===== src/rtl/core/mmms_pkg.sv =====
// ----------------------------------------------------------------------------
// mmms_pkg: shared constants and types for the mean/median/mode core
// Field widths of the request and response words, default sizes and
// the sequencer state encoding.
// ----------------------------------------------------------------------------
package mmms_pkg;

   // default configuration
   localparam int VALUE_BINS_DEF = 64;
   localparam int MAX_ITEMS_DEF  = 1024;

   // word field widths
   localparam int SAMPLE_W = 6;
   localparam int MEAN_W   = 14;
   localparam int MEDIAN_W = 7;
   localparam int VALUE_W  = 6;
   localparam int MCOUNT_W = 11;

   // fraction bits of the mean
   localparam int FRAC_W = 8;

   // sequencer states, one-hot
   typedef enum logic [8:0] {
      ST_IDLE    = 9'b000000001,
      ST_LD_RD   = 9'b000000010,
      ST_LD_WR   = 9'b000000100,
      ST_PREP    = 9'b000001000,
      ST_DIV     = 9'b000010000,
      ST_SCAN_RD = 9'b000100000,
      ST_SCAN_EV = 9'b001000000,
      ST_MODE_RD = 9'b010000000,
      ST_MODE_EV = 9'b100000000
   } state_type;

endpackage


===== src/rtl/core/mean_median_mode_stats_core.sv =====
// ----------------------------------------------------------------------------
// mean_median_mode_stats_core: histogram mean, median and mode
// Loads samples into a bin histogram, then on end of set computes the
// mean by restoring division, walks the bins for median and peak count,
// and walks them again to report every mode in ascending order.
// ----------------------------------------------------------------------------
// Usage:
//   Request words (req_sample, req_end_of_set) are taken on a clock edge
//   where start is high and busy is low. A sample occupies the block for
//   accept, bin read and bin write, one read-modify-write of its bin.
//   A sample beyond the bins saturates to the top bin; once MAX_ITEMS
//   samples are held, further samples are dropped (no busy time) but an
//   end-of-set word still closes the set.
//   Closing a set keeps the block busy for a setup step, then restoring
//   division for the mean at one quotient bit per cycle (DIV_W = sum
//   width + 8, 24 at the defaults), then two walks over the bins, each
//   bin read and then evaluated through the single memory read port; the
//   top bin is evaluated once more when it is a mode after another mode.
//   Response words appear with rsp_valid high for one cycle each, one per
//   mode during the second walk; the final one (rsp_last_result) comes from
//   the last bin evaluation, and busy drops in the same cycle it appears.
//   The receiver cannot stall; words are never held.
//   Reset clears the sequencer, sum, count and the bin valid bits, so the
//   histogram reads as all zero without a clearing pass; the same happens
//   at the close of every set.
// ----------------------------------------------------------------------------
module mean_median_mode_stats_core
   import mmms_pkg::*;
#(
   parameter int VALUE_BINS = VALUE_BINS_DEF,
   parameter int MAX_ITEMS  = MAX_ITEMS_DEF
) (
   input  logic                clock,
   input  logic                reset,
   // request channel
   input  logic                start,
   output logic                busy,
   input  logic [SAMPLE_W-1:0] req_sample,
   input  logic                req_end_of_set,
   // response channel
   output logic                rsp_valid,
   output logic [MEAN_W-1:0]   rsp_mean_q8,
   output logic [MEDIAN_W-1:0] rsp_median_x2,
   output logic                rsp_has_mode,
   output logic [VALUE_W-1:0]  rsp_mode_value,
   output logic [MCOUNT_W-1:0] rsp_mode_count,
   output logic                rsp_last_result
);

   localparam int BIN_AW = $clog2(VALUE_BINS);
   localparam int CNT_W  = $clog2(MAX_ITEMS + 1);
   localparam int SUM_W  = $clog2(MAX_ITEMS * (VALUE_BINS - 1) + 1);
   localparam int DIV_W  = SUM_W + FRAC_W;
   localparam int IT_W   = $clog2(DIV_W + 1);

   // state
   state_type               state_ff, state_in;
   logic [BIN_AW-1:0]       samp_ff, samp_in;
   logic                    last_ff, last_in;
   logic [SUM_W-1:0]        sum_ff, sum_in;
   logic [CNT_W-1:0]        cnt_ff, cnt_in;
   logic [VALUE_BINS-1:0]   vld_ff, vld_in;
   logic [DIV_W-1:0]        div_ff, div_in;
   logic [CNT_W-1:0]        rem_ff, rem_in;
   logic [IT_W-1:0]         iter_ff, iter_in;
   logic [BIN_AW-1:0]       addr_ff, addr_in;
   logic [CNT_W:0]          cum_ff, cum_in;
   logic                    lo_ok_ff, lo_ok_in;
   logic                    hi_ok_ff, hi_ok_in;
   logic [BIN_AW-1:0]       vlo_ff, vlo_in;
   logic [BIN_AW-1:0]       vhi_ff, vhi_in;
   logic [CNT_W-1:0]        maxc_ff, maxc_in;
   logic                    pend_vld_ff, pend_vld_in;
   logic [BIN_AW-1:0]       pend_val_ff, pend_val_in;

   // histogram memory
   logic [CNT_W-1:0]        mem_ff [VALUE_BINS];
   logic [CNT_W-1:0]        rd_raw_ff;
   logic                    rd_ok_ff;
   logic [BIN_AW-1:0]       rd_addr;
   logic                    wr_en;
   logic [CNT_W-1:0]        bin_cnt;

   // response registers
   logic                    rsp_valid_ff;
   logic [MEAN_W-1:0]       rsp_mean_ff;
   logic [MEDIAN_W-1:0]     rsp_median_ff;
   logic                    rsp_has_ff;
   logic [VALUE_W-1:0]      rsp_value_ff;
   logic [MCOUNT_W-1:0]     rsp_count_ff;
   logic                    rsp_last_ff;

   // emit request from the sequencer
   logic                    emit;
   logic                    emit_has;
   logic [BIN_AW-1:0]       emit_val;
   logic                    emit_last;

   // helpers
   logic                    accept;
   logic                    full;
   logic                    samp_big;
   logic [BIN_AW-1:0]       samp_sat;
   logic [CNT_W-1:0]        rank_lo, rank_hi;
   logic [CNT_W:0]          cum_nx;
   logic [CNT_W:0]          rem_sh;
   logic                    div_ge;
   logic                    last_bin;

   assign busy     = (state_ff != ST_IDLE);
   assign accept   = start && !busy;
   assign full     = (cnt_ff == CNT_W'(MAX_ITEMS));
   assign samp_big = ({1'b0, req_sample} >= (SAMPLE_W + 1)'(VALUE_BINS));
   assign samp_sat = samp_big ? BIN_AW'(VALUE_BINS - 1) : BIN_AW'(req_sample);

   // median ranks: equal for odd count
   assign rank_lo  = (cnt_ff - CNT_W'(1)) >> 1;
   assign rank_hi  = cnt_ff >> 1;

   assign bin_cnt  = rd_ok_ff ? rd_raw_ff : '0;
   assign cum_nx   = cum_ff + (CNT_W + 1)'(bin_cnt);
   assign last_bin = (addr_ff == BIN_AW'(VALUE_BINS - 1));

   // restoring divider step
   assign rem_sh   = {rem_ff, div_ff[DIV_W-1]};
   assign div_ge   = (rem_sh >= {1'b0, cnt_ff});

   assign rd_addr  = (state_ff == ST_LD_RD) ? samp_ff : addr_ff;
   assign wr_en    = (state_ff == ST_LD_WR);

   // sequencer
   always_comb begin
      state_in    = state_ff;
      samp_in     = samp_ff;
      last_in     = last_ff;
      sum_in      = sum_ff;
      cnt_in      = cnt_ff;
      vld_in      = vld_ff;
      div_in      = div_ff;
      rem_in      = rem_ff;
      iter_in     = iter_ff;
      addr_in     = addr_ff;
      cum_in      = cum_ff;
      lo_ok_in    = lo_ok_ff;
      hi_ok_in    = hi_ok_ff;
      vlo_in      = vlo_ff;
      vhi_in      = vhi_ff;
      maxc_in     = maxc_ff;
      pend_vld_in = pend_vld_ff;
      pend_val_in = pend_val_ff;
      emit        = 1'b0;
      emit_has    = 1'b0;
      emit_val    = '0;
      emit_last   = 1'b0;

      case (state_ff)
         ST_IDLE: begin
            if (accept) begin
               last_in = req_end_of_set;
               if (!full) begin
                  samp_in  = samp_sat;
                  sum_in   = sum_ff + SUM_W'(samp_sat);
                  cnt_in   = cnt_ff + CNT_W'(1);
                  state_in = ST_LD_RD;
               end else if (req_end_of_set) begin
                  state_in = ST_PREP;
               end
            end
         end
         ST_LD_RD: begin
            state_in = ST_LD_WR;
         end
         ST_LD_WR: begin
            vld_in[samp_ff] = 1'b1;
            state_in = last_ff ? ST_PREP : ST_IDLE;
         end
         ST_PREP: begin
            div_in   = {sum_ff, FRAC_W'(0)};
            rem_in   = '0;
            iter_in  = IT_W'(DIV_W);
            addr_in  = '0;
            cum_in   = '0;
            lo_ok_in = 1'b0;
            hi_ok_in = 1'b0;
            vlo_in   = '0;
            vhi_in   = '0;
            maxc_in  = '0;
            state_in = ST_DIV;
         end
         ST_DIV: begin
            rem_in  = div_ge ? CNT_W'(rem_sh - {1'b0, cnt_ff}) : CNT_W'(rem_sh);
            div_in  = {div_ff[DIV_W-2:0], div_ge};
            iter_in = iter_ff - IT_W'(1);
            if (iter_ff == IT_W'(1)) begin
               state_in = ST_SCAN_RD;
            end
         end
         ST_SCAN_RD: begin
            state_in = ST_SCAN_EV;
         end
         ST_SCAN_EV: begin
            // cumulative count locates both median ranks; track peak count
            cum_in = cum_nx;
            if (!lo_ok_ff && (cum_nx > (CNT_W + 1)'(rank_lo))) begin
               lo_ok_in = 1'b1;
               vlo_in   = addr_ff;
            end
            if (!hi_ok_ff && (cum_nx > (CNT_W + 1)'(rank_hi))) begin
               hi_ok_in = 1'b1;
               vhi_in   = addr_ff;
            end
            if (bin_cnt > maxc_ff) begin
               maxc_in = bin_cnt;
            end
            if (last_bin) begin
               addr_in     = '0;
               pend_vld_in = 1'b0;
               state_in    = ST_MODE_RD;
            end else begin
               addr_in  = addr_ff + BIN_AW'(1);
               state_in = ST_SCAN_RD;
            end
         end
         ST_MODE_RD: begin
            state_in = ST_MODE_EV;
         end
         ST_MODE_EV: begin
            // one mode held back so the final one can carry the last flag
            if ((maxc_ff > CNT_W'(1)) && (bin_cnt == maxc_ff)) begin
               if (pend_vld_ff) begin
                  emit     = 1'b1;
                  emit_has = 1'b1;
                  emit_val = pend_val_ff;
               end
               pend_vld_in = 1'b1;
               pend_val_in = addr_ff;
            end
            if (last_bin) begin
               // close the set: final word, then clear the histogram
               emit      = 1'b1;
               emit_last = 1'b1;
               if ((maxc_ff > CNT_W'(1)) && (bin_cnt == maxc_ff)) begin
                  if (pend_vld_ff) begin
                     // both a held mode and this bin: emit held, keep this
                     emit_last = 1'b0;
                     emit_has  = 1'b1;
                     emit_val  = pend_val_ff;
                     state_in  = ST_MODE_EV;
                     addr_in   = addr_ff;
                  end else begin
                     emit_has = 1'b1;
                     emit_val = addr_ff;
                  end
               end else begin
                  emit_has = pend_vld_ff;
                  emit_val = pend_vld_ff ? pend_val_ff : '0;
               end
               if (emit_last) begin
                  vld_in      = '0;
                  sum_in      = '0;
                  cnt_in      = '0;
                  pend_vld_in = 1'b0;
                  state_in    = ST_IDLE;
               end else begin
                  // revisit the top bin once more as the final mode
                  pend_vld_in = 1'b0;
               end
            end else begin
               addr_in  = addr_ff + BIN_AW'(1);
               state_in = ST_MODE_RD;
            end
         end
         default: begin
            state_in = ST_IDLE;
         end
      endcase
   end

   // control registers
   always_ff @(posedge clock) begin
      if (reset) begin
         state_ff     <= ST_IDLE;
         sum_ff       <= '0;
         cnt_ff       <= '0;
         vld_ff       <= '0;
         rsp_valid_ff <= 1'b0;
         pend_vld_ff  <= 1'b0;
      end else begin
         state_ff     <= state_in;
         sum_ff       <= sum_in;
         cnt_ff       <= cnt_in;
         vld_ff       <= vld_in;
         rsp_valid_ff <= emit;
         pend_vld_ff  <= pend_vld_in;
      end
   end

   // datapath registers
   always_ff @(posedge clock) begin
      samp_ff     <= samp_in;
      last_ff     <= last_in;
      div_ff      <= div_in;
      rem_ff      <= rem_in;
      iter_ff     <= iter_in;
      addr_ff     <= addr_in;
      cum_ff      <= cum_in;
      lo_ok_ff    <= lo_ok_in;
      hi_ok_ff    <= hi_ok_in;
      vlo_ff      <= vlo_in;
      vhi_ff      <= vhi_in;
      maxc_ff     <= maxc_in;
      pend_val_ff <= pend_val_in;
   end

   // histogram memory: one write, one registered read
   always_ff @(posedge clock) begin
      if (wr_en) begin
         mem_ff[samp_ff] <= bin_cnt + CNT_W'(1);
      end
      rd_raw_ff <= mem_ff[rd_addr];
      rd_ok_ff  <= vld_ff[rd_addr];
   end

   // response word
   always_ff @(posedge clock) begin
      if (emit) begin
         rsp_mean_ff   <= MEAN_W'(div_ff);
         rsp_median_ff <= MEDIAN_W'((BIN_AW + 1)'(vlo_ff) + (BIN_AW + 1)'(vhi_ff));
         rsp_has_ff    <= emit_has;
         rsp_value_ff  <= VALUE_W'(emit_val);
         rsp_count_ff  <= emit_has ? MCOUNT_W'(maxc_ff) : '0;
         rsp_last_ff   <= emit_last;
      end
   end

   assign rsp_valid       = rsp_valid_ff;
   assign rsp_mean_q8     = rsp_mean_ff;
   assign rsp_median_x2   = rsp_median_ff;
   assign rsp_has_mode    = rsp_has_ff;
   assign rsp_mode_value  = rsp_value_ff;
   assign rsp_mode_count  = rsp_count_ff;
   assign rsp_last_result = rsp_last_ff;

   // checks
   a_close_clears: assert property (@(posedge clock) disable iff (reset)
      rsp_valid && rsp_last_result |-> (cnt_ff == '0) && (sum_ff == '0) && !busy)
      else $error("set state not cleared at final word");

   a_mid_is_mode: assert property (@(posedge clock) disable iff (reset)
      rsp_valid && !rsp_last_result |-> rsp_has_mode)
      else $error("non-final word without a mode");

   a_div_nonempty: assert property (@(posedge clock) disable iff (reset)
      (state_ff == ST_DIV) |-> (cnt_ff != '0))
      else $error("division on an empty set");

   a_mode_peak: assert property (@(posedge clock) disable iff (reset)
      rsp_valid && rsp_has_mode |-> (rsp_mode_count > MCOUNT_W'(1)) || (CNT_W > MCOUNT_W))
      else $error("mode word with count of one or less");

endmodule


===== config.mk =====
export PLATFORM = sky130hd
export DESIGN_NAME = mean_median_mode_stats_core
export DESIGN_NICKNAME = d
export VERILOG_FILES = /design/src/rtl/core/mmms_pkg.sv /design/src/rtl/core/mean_median_mode_stats_core.sv
export SDC_FILE = /design/constraint.sdc
export NUM_CORES = 1
export LEC_CHECK = 0
export BUFFER_PORTS_ARGS = -buffer_cell sky130_fd_sc_hd__buf_4
export CORE_ASPECT_RATIO = 0.7
export CORE_MARGIN = 1
export CORE_UTILIZATION = 50
export CTS_BUF_LIST = sky130_fd_sc_hd__clkbuf_4 sky130_fd_sc_hd__clkbuf_8
export DETAILED_ROUTE_END_ITERATION = 12
export GPL_TIMING_DRIVEN = 1
export HOLD_SLACK_MARGIN = 0.02
export PLACE_DENSITY = 0.66
export SETUP_SLACK_MARGIN = 0.2
export SLEW_MARGIN = 20
export SYNTH_ARGS = -nofsm -noshare
export SYNTH_HDL_FRONTEND = slang
export SYNTH_SLANG_ARGS = --single-unit

===== constraint.sdc =====
create_clock -name clock -period 6.8 [get_ports clock]
set_input_delay 1.36 -clock clock [delete_from_list [all_inputs] [get_ports clock]]
set_output_delay 1.36 -clock clock [all_outputs]
set_load 0.02 [all_outputs]

==> impl_metrics.yaml, run 1 <==
floorplanning:
  die_w_um: 340
  die_area_sq_um: 81000
  rows: 86
  start_util_pct: 50.6
  core-area_sq_um: 78900
  floorplan.die.height_um: 238
  num_io_pins: 52
clock_network:
  cts_root_buf: "clkbuf_8"
  clk_pin_slew_ns: 0.06
  cts_buffers: 143
  cts_tree: "yes"
  postCtsHoldBufs: 0
  cts.sinks: 954
  cts_setup_buffers: 0
  clk_latency_ns: 0.81
  cts_resized: 0
  cts_buffer_depth: 3
  ctsHtreeMaxLevel: 4
synth:
  synth_top_area_cell: "edfxtp_1"
  synth_top_cells_by_count: "840 x edfxtp_1, 724 x nand2_1, 246 x nor2_1"
  yosysSeqAreaShare_pct: 68.9
  yosysUniqueCellTypes: 70
  synth_area_sq_um: 39900
  synth_area_leaders: "edfxtp_1 63%, nand2_1 6.8%, dfxtp_1 5.7%"
  ys_seq_elements: 954
  syn_inst: 3273
  async_reset_ff_share_pct: 0
  dominantRegCellSynth: "edfxtp_1"
  yosys.area.top_type_share_pct: 63.2
  synth.most_common_cell: "edfxtp_1"
  synth_edf_count: 840
  synth_warnings: 0
  syn-num-nets: 3352
  syn_area_per_cell_sq_um: 12.2
final_layout:
  regArea_sq_um: 27500
  fillers: 6377
  fin_nets: 3431
  area_growth_pct: 11.2
  diodes: 0
  drive_gt1_share_pct: 11.7
  fin_cells: 4524
  fin_area_sq_um: 44400
  multi_input_area_sq_um: 11600
setup_path:
  critical_path.endpoint_type: "register"
  r2r_setup_slack_ns: 1.54
  reg2reg_depth: 9
  startpoint_type: "register"
  crit_fanout: 137
  critPathRequiredTime_ns: 7.38
  critPathArrivalTime_ns: 5.84
  worstReg2RegStart: "state_ff[1]"
  r2r_end: "rd_raw_ff[5]"
  criticalPathCategory: "reg2reg"
sta:
  finalSetupTns_ns: 0
  period_share_pct: 77.4
  slew_viol_final: 0
  tightestPinTransition_ns: 1.38
  finClkSkew_ns: 0.0366
  setup_violations: 0
  relSlewSlack_pct: 7.66
  hold_viol: 0
  fin_crit_ns: 5.26
  fmax_mhz: 190
  rsz0062_at_grt: "false"
grt:
  gr-total-overflow: 0
  grt_pass1_wl_mm: 162
  grt_pass1_vias: 25200
  track_usage_pct: 26.9
  grt_max_degree: 157
  antenna_found_initial: 6
power_and_ir_drop:
  vdd_drop_max_mv: 0.202
  power_density_nw_per_um2: 259
  leakage_nw: 15.8
drt:
  route.detailed.drc: 0
  drt-total-wl_mm: 110
  dr.pass1.iters: 6
  first_iter_violations: 3891
  antenna_left: 0
  post_drt_wl_per_cell_um: 24.2
  viasPerCell: 6.02
  vias: 27200
worst_hold_path:
  hold_end: "rsp_mean_q8[5]"
  hold_depth: 0
  min_path_type: "reg2reg"
  min_from: "div_ff[5]"
placement:
  dp.cells: 4263
  place_area_sq_um: 41500
  place.gp.congestion: 0.913
  dp.final_hpwl_mm: 69.3
  portBuffers: 51
status:
  run_status: "complete, no violations"
run:
  cap_violations: 0
[layout by cell type (no fill, tap or decap), types with 12 or more instances in the layout]
cell / Yosys / routed
nor4_1: 13 / 13
dfxtp_1: 114 / 114
clkinv_1: 0 / 34
nand4_1: 55 / 55
ha_1: 66 / 66
nand3_1: 157 / 157
and2_1: 47 / 40
nor2_1: 246 / 206
a22oi_1: 56 / 56
mux2i_1: 71 / 71
clkbuf_4: 0 / 51
a21o_1: 14 / 14
nor2_2: 3 / 43
nand2_1: 724 / 721
a32oi_1: 45 / 45
a31oi_1: 64 / 64
xnor2_1: 60 / 55
buf_4: 7 / 105
clkbuf_8: 0 / 157
nor3_1: 31 / 30
nor2b_1: 12 / 12
o21ai_0: 25 / 24
inv_1: 63 / 63
a21oi_1: 238 / 237
edfxtp_1: 840 / 840
[through the flow]
step	worst slack (ns)	power (mW)	hold WS [ns]	utilization, %
2_1_floorplan	1.55	6.74	0.417	-
3_3_place_gp	1.87	6.88	0.424	52.5
3_5_place_dp	1.68	6.88	0.429	52.6
4_1_cts	1.65	11.5	0.444	56.2
5_1_grt	1.50	11.8	0.462	56.3
6_report	1.54	11.5	0.443	56.3
[sequential cells by signal, summed over array words and instances, names as in the netlist, 7 cells and up]
signal and count:
mem_ff 704, cnt_ff 11, rsp_median_x2 7, vld_ff 64, sum_ff 16, state_ff 9
div_ff 24, rsp_mode_count 11, rd_raw_ff 11, rsp_mean_q8 14, rem_ff 11, cum_ff 12
maxc_ff 11
[layout make-up]
type	instances	area share, %
Multi-Input combinational cell	2081	26.1
Sequential cell	954	62.0
Timing Repair Buffer	109	1.96
Clock inverter	53	0.708
Clock buffer	208	5.73
Inverter	63	0.533
Tap cell	1056	2.98
[cells by family (layout without fill, tap and decap cells)]
logic type / after synthesis / count (layout) / synth area share [%]
buffers and inverters: 238 / 433 / 2.54
AND/OR/NAND/NOR: 1355 / 1355 / 14.8
multiplexers: 74 / 74 / 1.87
XOR/XNOR: 71 / 71 / 1.56
flip-flops: 954 / 954 / 68.9
adder cells (fa/ha/maj): 70 / 70 / 2.24
AO/OA/AOI/OAI: 511 / 511 / 8.08
[worst max path at each step]
| stage | slack (ns) | to | cells after the start | start |
|---|---|---|---|---|
| 2_1_floorplan | 1.55 | rsp_mode_count[1] | 11 | rd_ok_ff |
| 6_report | 1.54 | rd_raw_ff[5] | 9 | state_ff[1] |
| 4_1_cts | 1.65 | rd_raw_ff[5] | 9 | state_ff[1] |
| 5_1_grt | 1.50 | rd_raw_ff[5] | 9 | state_ff[1] |
| 3_3_place_gp | 1.87 | rd_raw_ff[5] | 9 | state_ff[1] |
| 3_5_place_dp | 1.68 | rd_raw_ff[5] | 9 | state_ff[1] |
[report_power, final]
part           switching (mW)  internal (mW)  total, mW
Sequential             0.0255           6.32       6.35
Combinational           0.297          0.131      0.428
Clock                    2.22           2.51       4.73
Total                    2.54           8.97       11.5
[worst max-delay path, stage by stage (launching register included)]
cell and delay (ns):
dfxtp_1 0.44, or4b_4 0.54, o31ai_1 0.43, and2_4 0.60
buf_12 0.50, buf_4 0.61, a22oi_1 0.23, a32o_1 0.26
a311oi_1 1.03, nand4_1 0.29
[metal layers]
layer / vias to the layer above / part of all wire [%] / track usage (%) / routed length (um)
met1: 13400 / 45 / 42.8 / 49400
met5: - / 0.018 / 0 / 20
met4: 2 / 2.1 / 7.60 / 2290
met2: 1558 / 41 / 36.2 / 44700
li1: 12100 / - / - / -
met3: 182 / 12 / 6.52 / 13200
(Power assumes the default switching activity.)
==> inputs of run 2 (changes only) <==
PLACE_DENSITY = 0.68   (was 0.66)
clock period = 4.76 ns   (was 6.8 ns; I/O delays follow)
==> run 2 against run 1 <==
Effect of this change:
- non-clock buffer count grew 44
- sequential cell count is the same
- die area is the same
- final cell count grew 1.1%
- wire length shrank 2.3%
- maximum frequency grew 19%
- first-iteration DRC count shrank 10%
- via count shrank 1.1%
- combinational power grew 46%
- critical path type unchanged
==> impl_metrics.yaml, run 2 (synthesized netlist as in run 1, its figures left out) <==
sta:
  slew_viol_final: 0
  fin_crit_ns: 4.43
  tightestPinTransition_ns: 1.12
  relSlewSlack_pct: 25.2
  period_share_pct: 93.1
  fmax_mhz: 226
  finClkSkew_ns: 0.0400
  rsz0062_at_grt: "false"
  finalSetupTns_ns: 0
  setup_violations: 0
  hold_viol: 0
final_layout:
  fillers: 6381
  multi_input_area_sq_um: 11600
  drive_gt1_share_pct: 12.8
  layout_common_cells: "840 x edfxtp_1, 721 x nand2_1, 237 x a21oi_1"
  final_common_cell: "edfxtp_1"
  fin_nets: 3476
  area_growth_pct: 12.2
  largestRegisters: "mem_ff: 704 flops, vld_ff: 64 flops, div_ff: 24 flops"
  fin_area_sq_um: 44800
  largest_reg_flops: 704
  regMostFlops: "mem_ff"
  regArea_sq_um: 27500
setup_path:
  critPathRequiredTime_ns: 5.29
  path_buf_inv: 1
  reg2reg_depth: 8
  cpPeakStageDelay_ns: 0.75
  cp_top_family: "simple AND/OR/NAND/NOR gates"
  critPathArrivalTime_ns: 4.96
  criticalPathCategory: "reg2reg"
  worstReg2RegStart: "state_ff[1]"
  r2r_end: "rd_raw_ff[4]"
  crit_fanout: 46
  cp.depth: 8
  path_cells: "or4b_4 > o31ai_1 > and2_4 > buf_4 > nand3_1 > a32oi_1 > and4_1 > nand4_1"
  worst_path_max_delay_cell: "and2_4"
  startpoint_type: "register"
  r2r_setup_slack_ns: 0.33
  critical_path.endpoint_type: "register"
floorplanning:
  die_area_sq_um: 81000
  rows: 86
  die_w_um: 340
  floorplan.die.height_um: 238
  start_util_pct: 50.6
  num_io_pins: 52
  core-area_sq_um: 78900
worst_hold_path:
  min_from: "req_sample[4]"
  hold_end: "samp_ff[4]"
  hold_depth: 1
  min_path_type: "in2reg"
drt:
  post_drt_wl_per_cell_um: 23.4
  first_iter_violations: 3497
  drt-total-wl_mm: 107
  antenna_left: 0
  dr.pass1.iters: 6
  route.detailed.drc: 0
  viasPerCell: 5.89
  vias: 26900
grt:
  grt_pass1_wl_mm: 157
  grt_pass1_vias: 25200
  gr-total-overflow: 0
  grt_max_degree: 68
  antenna_found_initial: 8
  track_usage_pct: 26.2
clock_network:
  clk_latency_ns: 0.80
  ctsHtreeMaxLevel: 4
  cts.sinks: 954
  cts_root_buf: "clkbuf_8"
  cts_buffer_depth: 3
  clk_pin_slew_ns: 0.07
  cts_buffers: 144
  cts_tree: "yes"
  cts_setup_buffers: 0
  postCtsHoldBufs: 0
power_and_ir_drop:
  internal_power_mw: 12.8
  leakage_nw: 16.1
  switching_share_pct: 22.2
  p_comb_share_pct: 3.8
  power_density_nw_per_um2: 366
  clockPowerShare_pct: 40.9
  vdd_drop_max_mv: 0.252
  seqPwrFrac_pct: 55.3
  p_switching_mw: 3.64
run:
  cap_violations: 0
placement:
  dp.final_hpwl_mm: 69.9
  portBuffers: 51
  place.gp.congestion: 0.937
  place_area_sq_um: 41900
status:
  run_status: "complete, no violations"
==> run 2: cell count changes in the layout (fill, tap and decap cells not counted), sizes merged <==
cell,before,now
buf,109,153
bufinv,3,2
clkinv,44,41
diode,0,3
inv,64,69
==> run 2: repair_timing <==
item	CTS	global route
setup endpoints to repair	0	7
endpoints found under the hold margin	0	0
gates resized for setup	0	1
==> run 2: layer usage <==
| layer | part of all wire (%) | GRT usage [%] | wire [um] | up-vias |
|---|---|---|---|---|
| met5 | 0.036 | 0 | 39 | - |
| met4 | 2.3 | 8.86 | 2490 | 6 |
| met3 | 13 | 9.42 | 13400 | 175 |
| met2 | 41 | 34.9 | 43900 | 1395 |
| met1 | 44 | 39.2 | 47200 | 13200 |
| li1 | - | - | - | 12200 |
==> run 2: cell type report <==
type	instances	area share, %
Multi-Input combinational cell	2081	25.8
Inverter	63	0.528
Antenna cell	3	0.0168
Clock buffer	208	5.62
Timing Repair Buffer	153	2.93
Clock inverter	54	0.721
Sequential cell	954	61.4
Tap cell	1056	2.95
==> run 2: power by group through the flow <==
stage | clock [mW] | combinational (mW) | sequential (mW)
CTS | 6.79 | 0.610 | 9.06
detailed placement | 0 | 0.607 | 9.24
global placement | 0 | 0.596 | 9.23
finish | 6.71 | 0.626 | 9.06
global route | 7.13 | 0.674 | 9.06
floorplan | 0 | 0.405 | 9.22
==> run 2: how the worst max path moves through the flow <==
stage	startpoint	end
after floorplan	rd_ok_ff	lo_ok_ff
after global placement	rd_ok_ff	vlo_ff[4]
after detailed placement	rd_ok_ff	vlo_ff[5]
after CTS	state_ff[1]	rd_raw_ff[4]
after global routing	rd_ok_ff	vlo_ff[1]
final	state_ff[1]	rd_raw_ff[4]
==> run 2: stage by stage <==
| stage | worst slack [ns] | power [mW] | utilization (%) | std cells | hold WS [ns] |
|---|---|---|---|---|---|
| after floorplan | 0.490 | 9.63 | - | 3273 | 0.417 |
| after global placement | 0.528 | 9.83 | 53.1 | 4307 | 0.434 |
| after detailed placement | 0.546 | 9.84 | 53.1 | 4307 | 0.427 |
| after CTS | 0.531 | 16.5 | 56.7 | 4569 | 0.285 |
| after global routing | 0.326 | 16.9 | 56.8 | 4569 | 0.316 |
| final | 0.327 | 16.4 | 56.8 | 4572 | 0.354 |
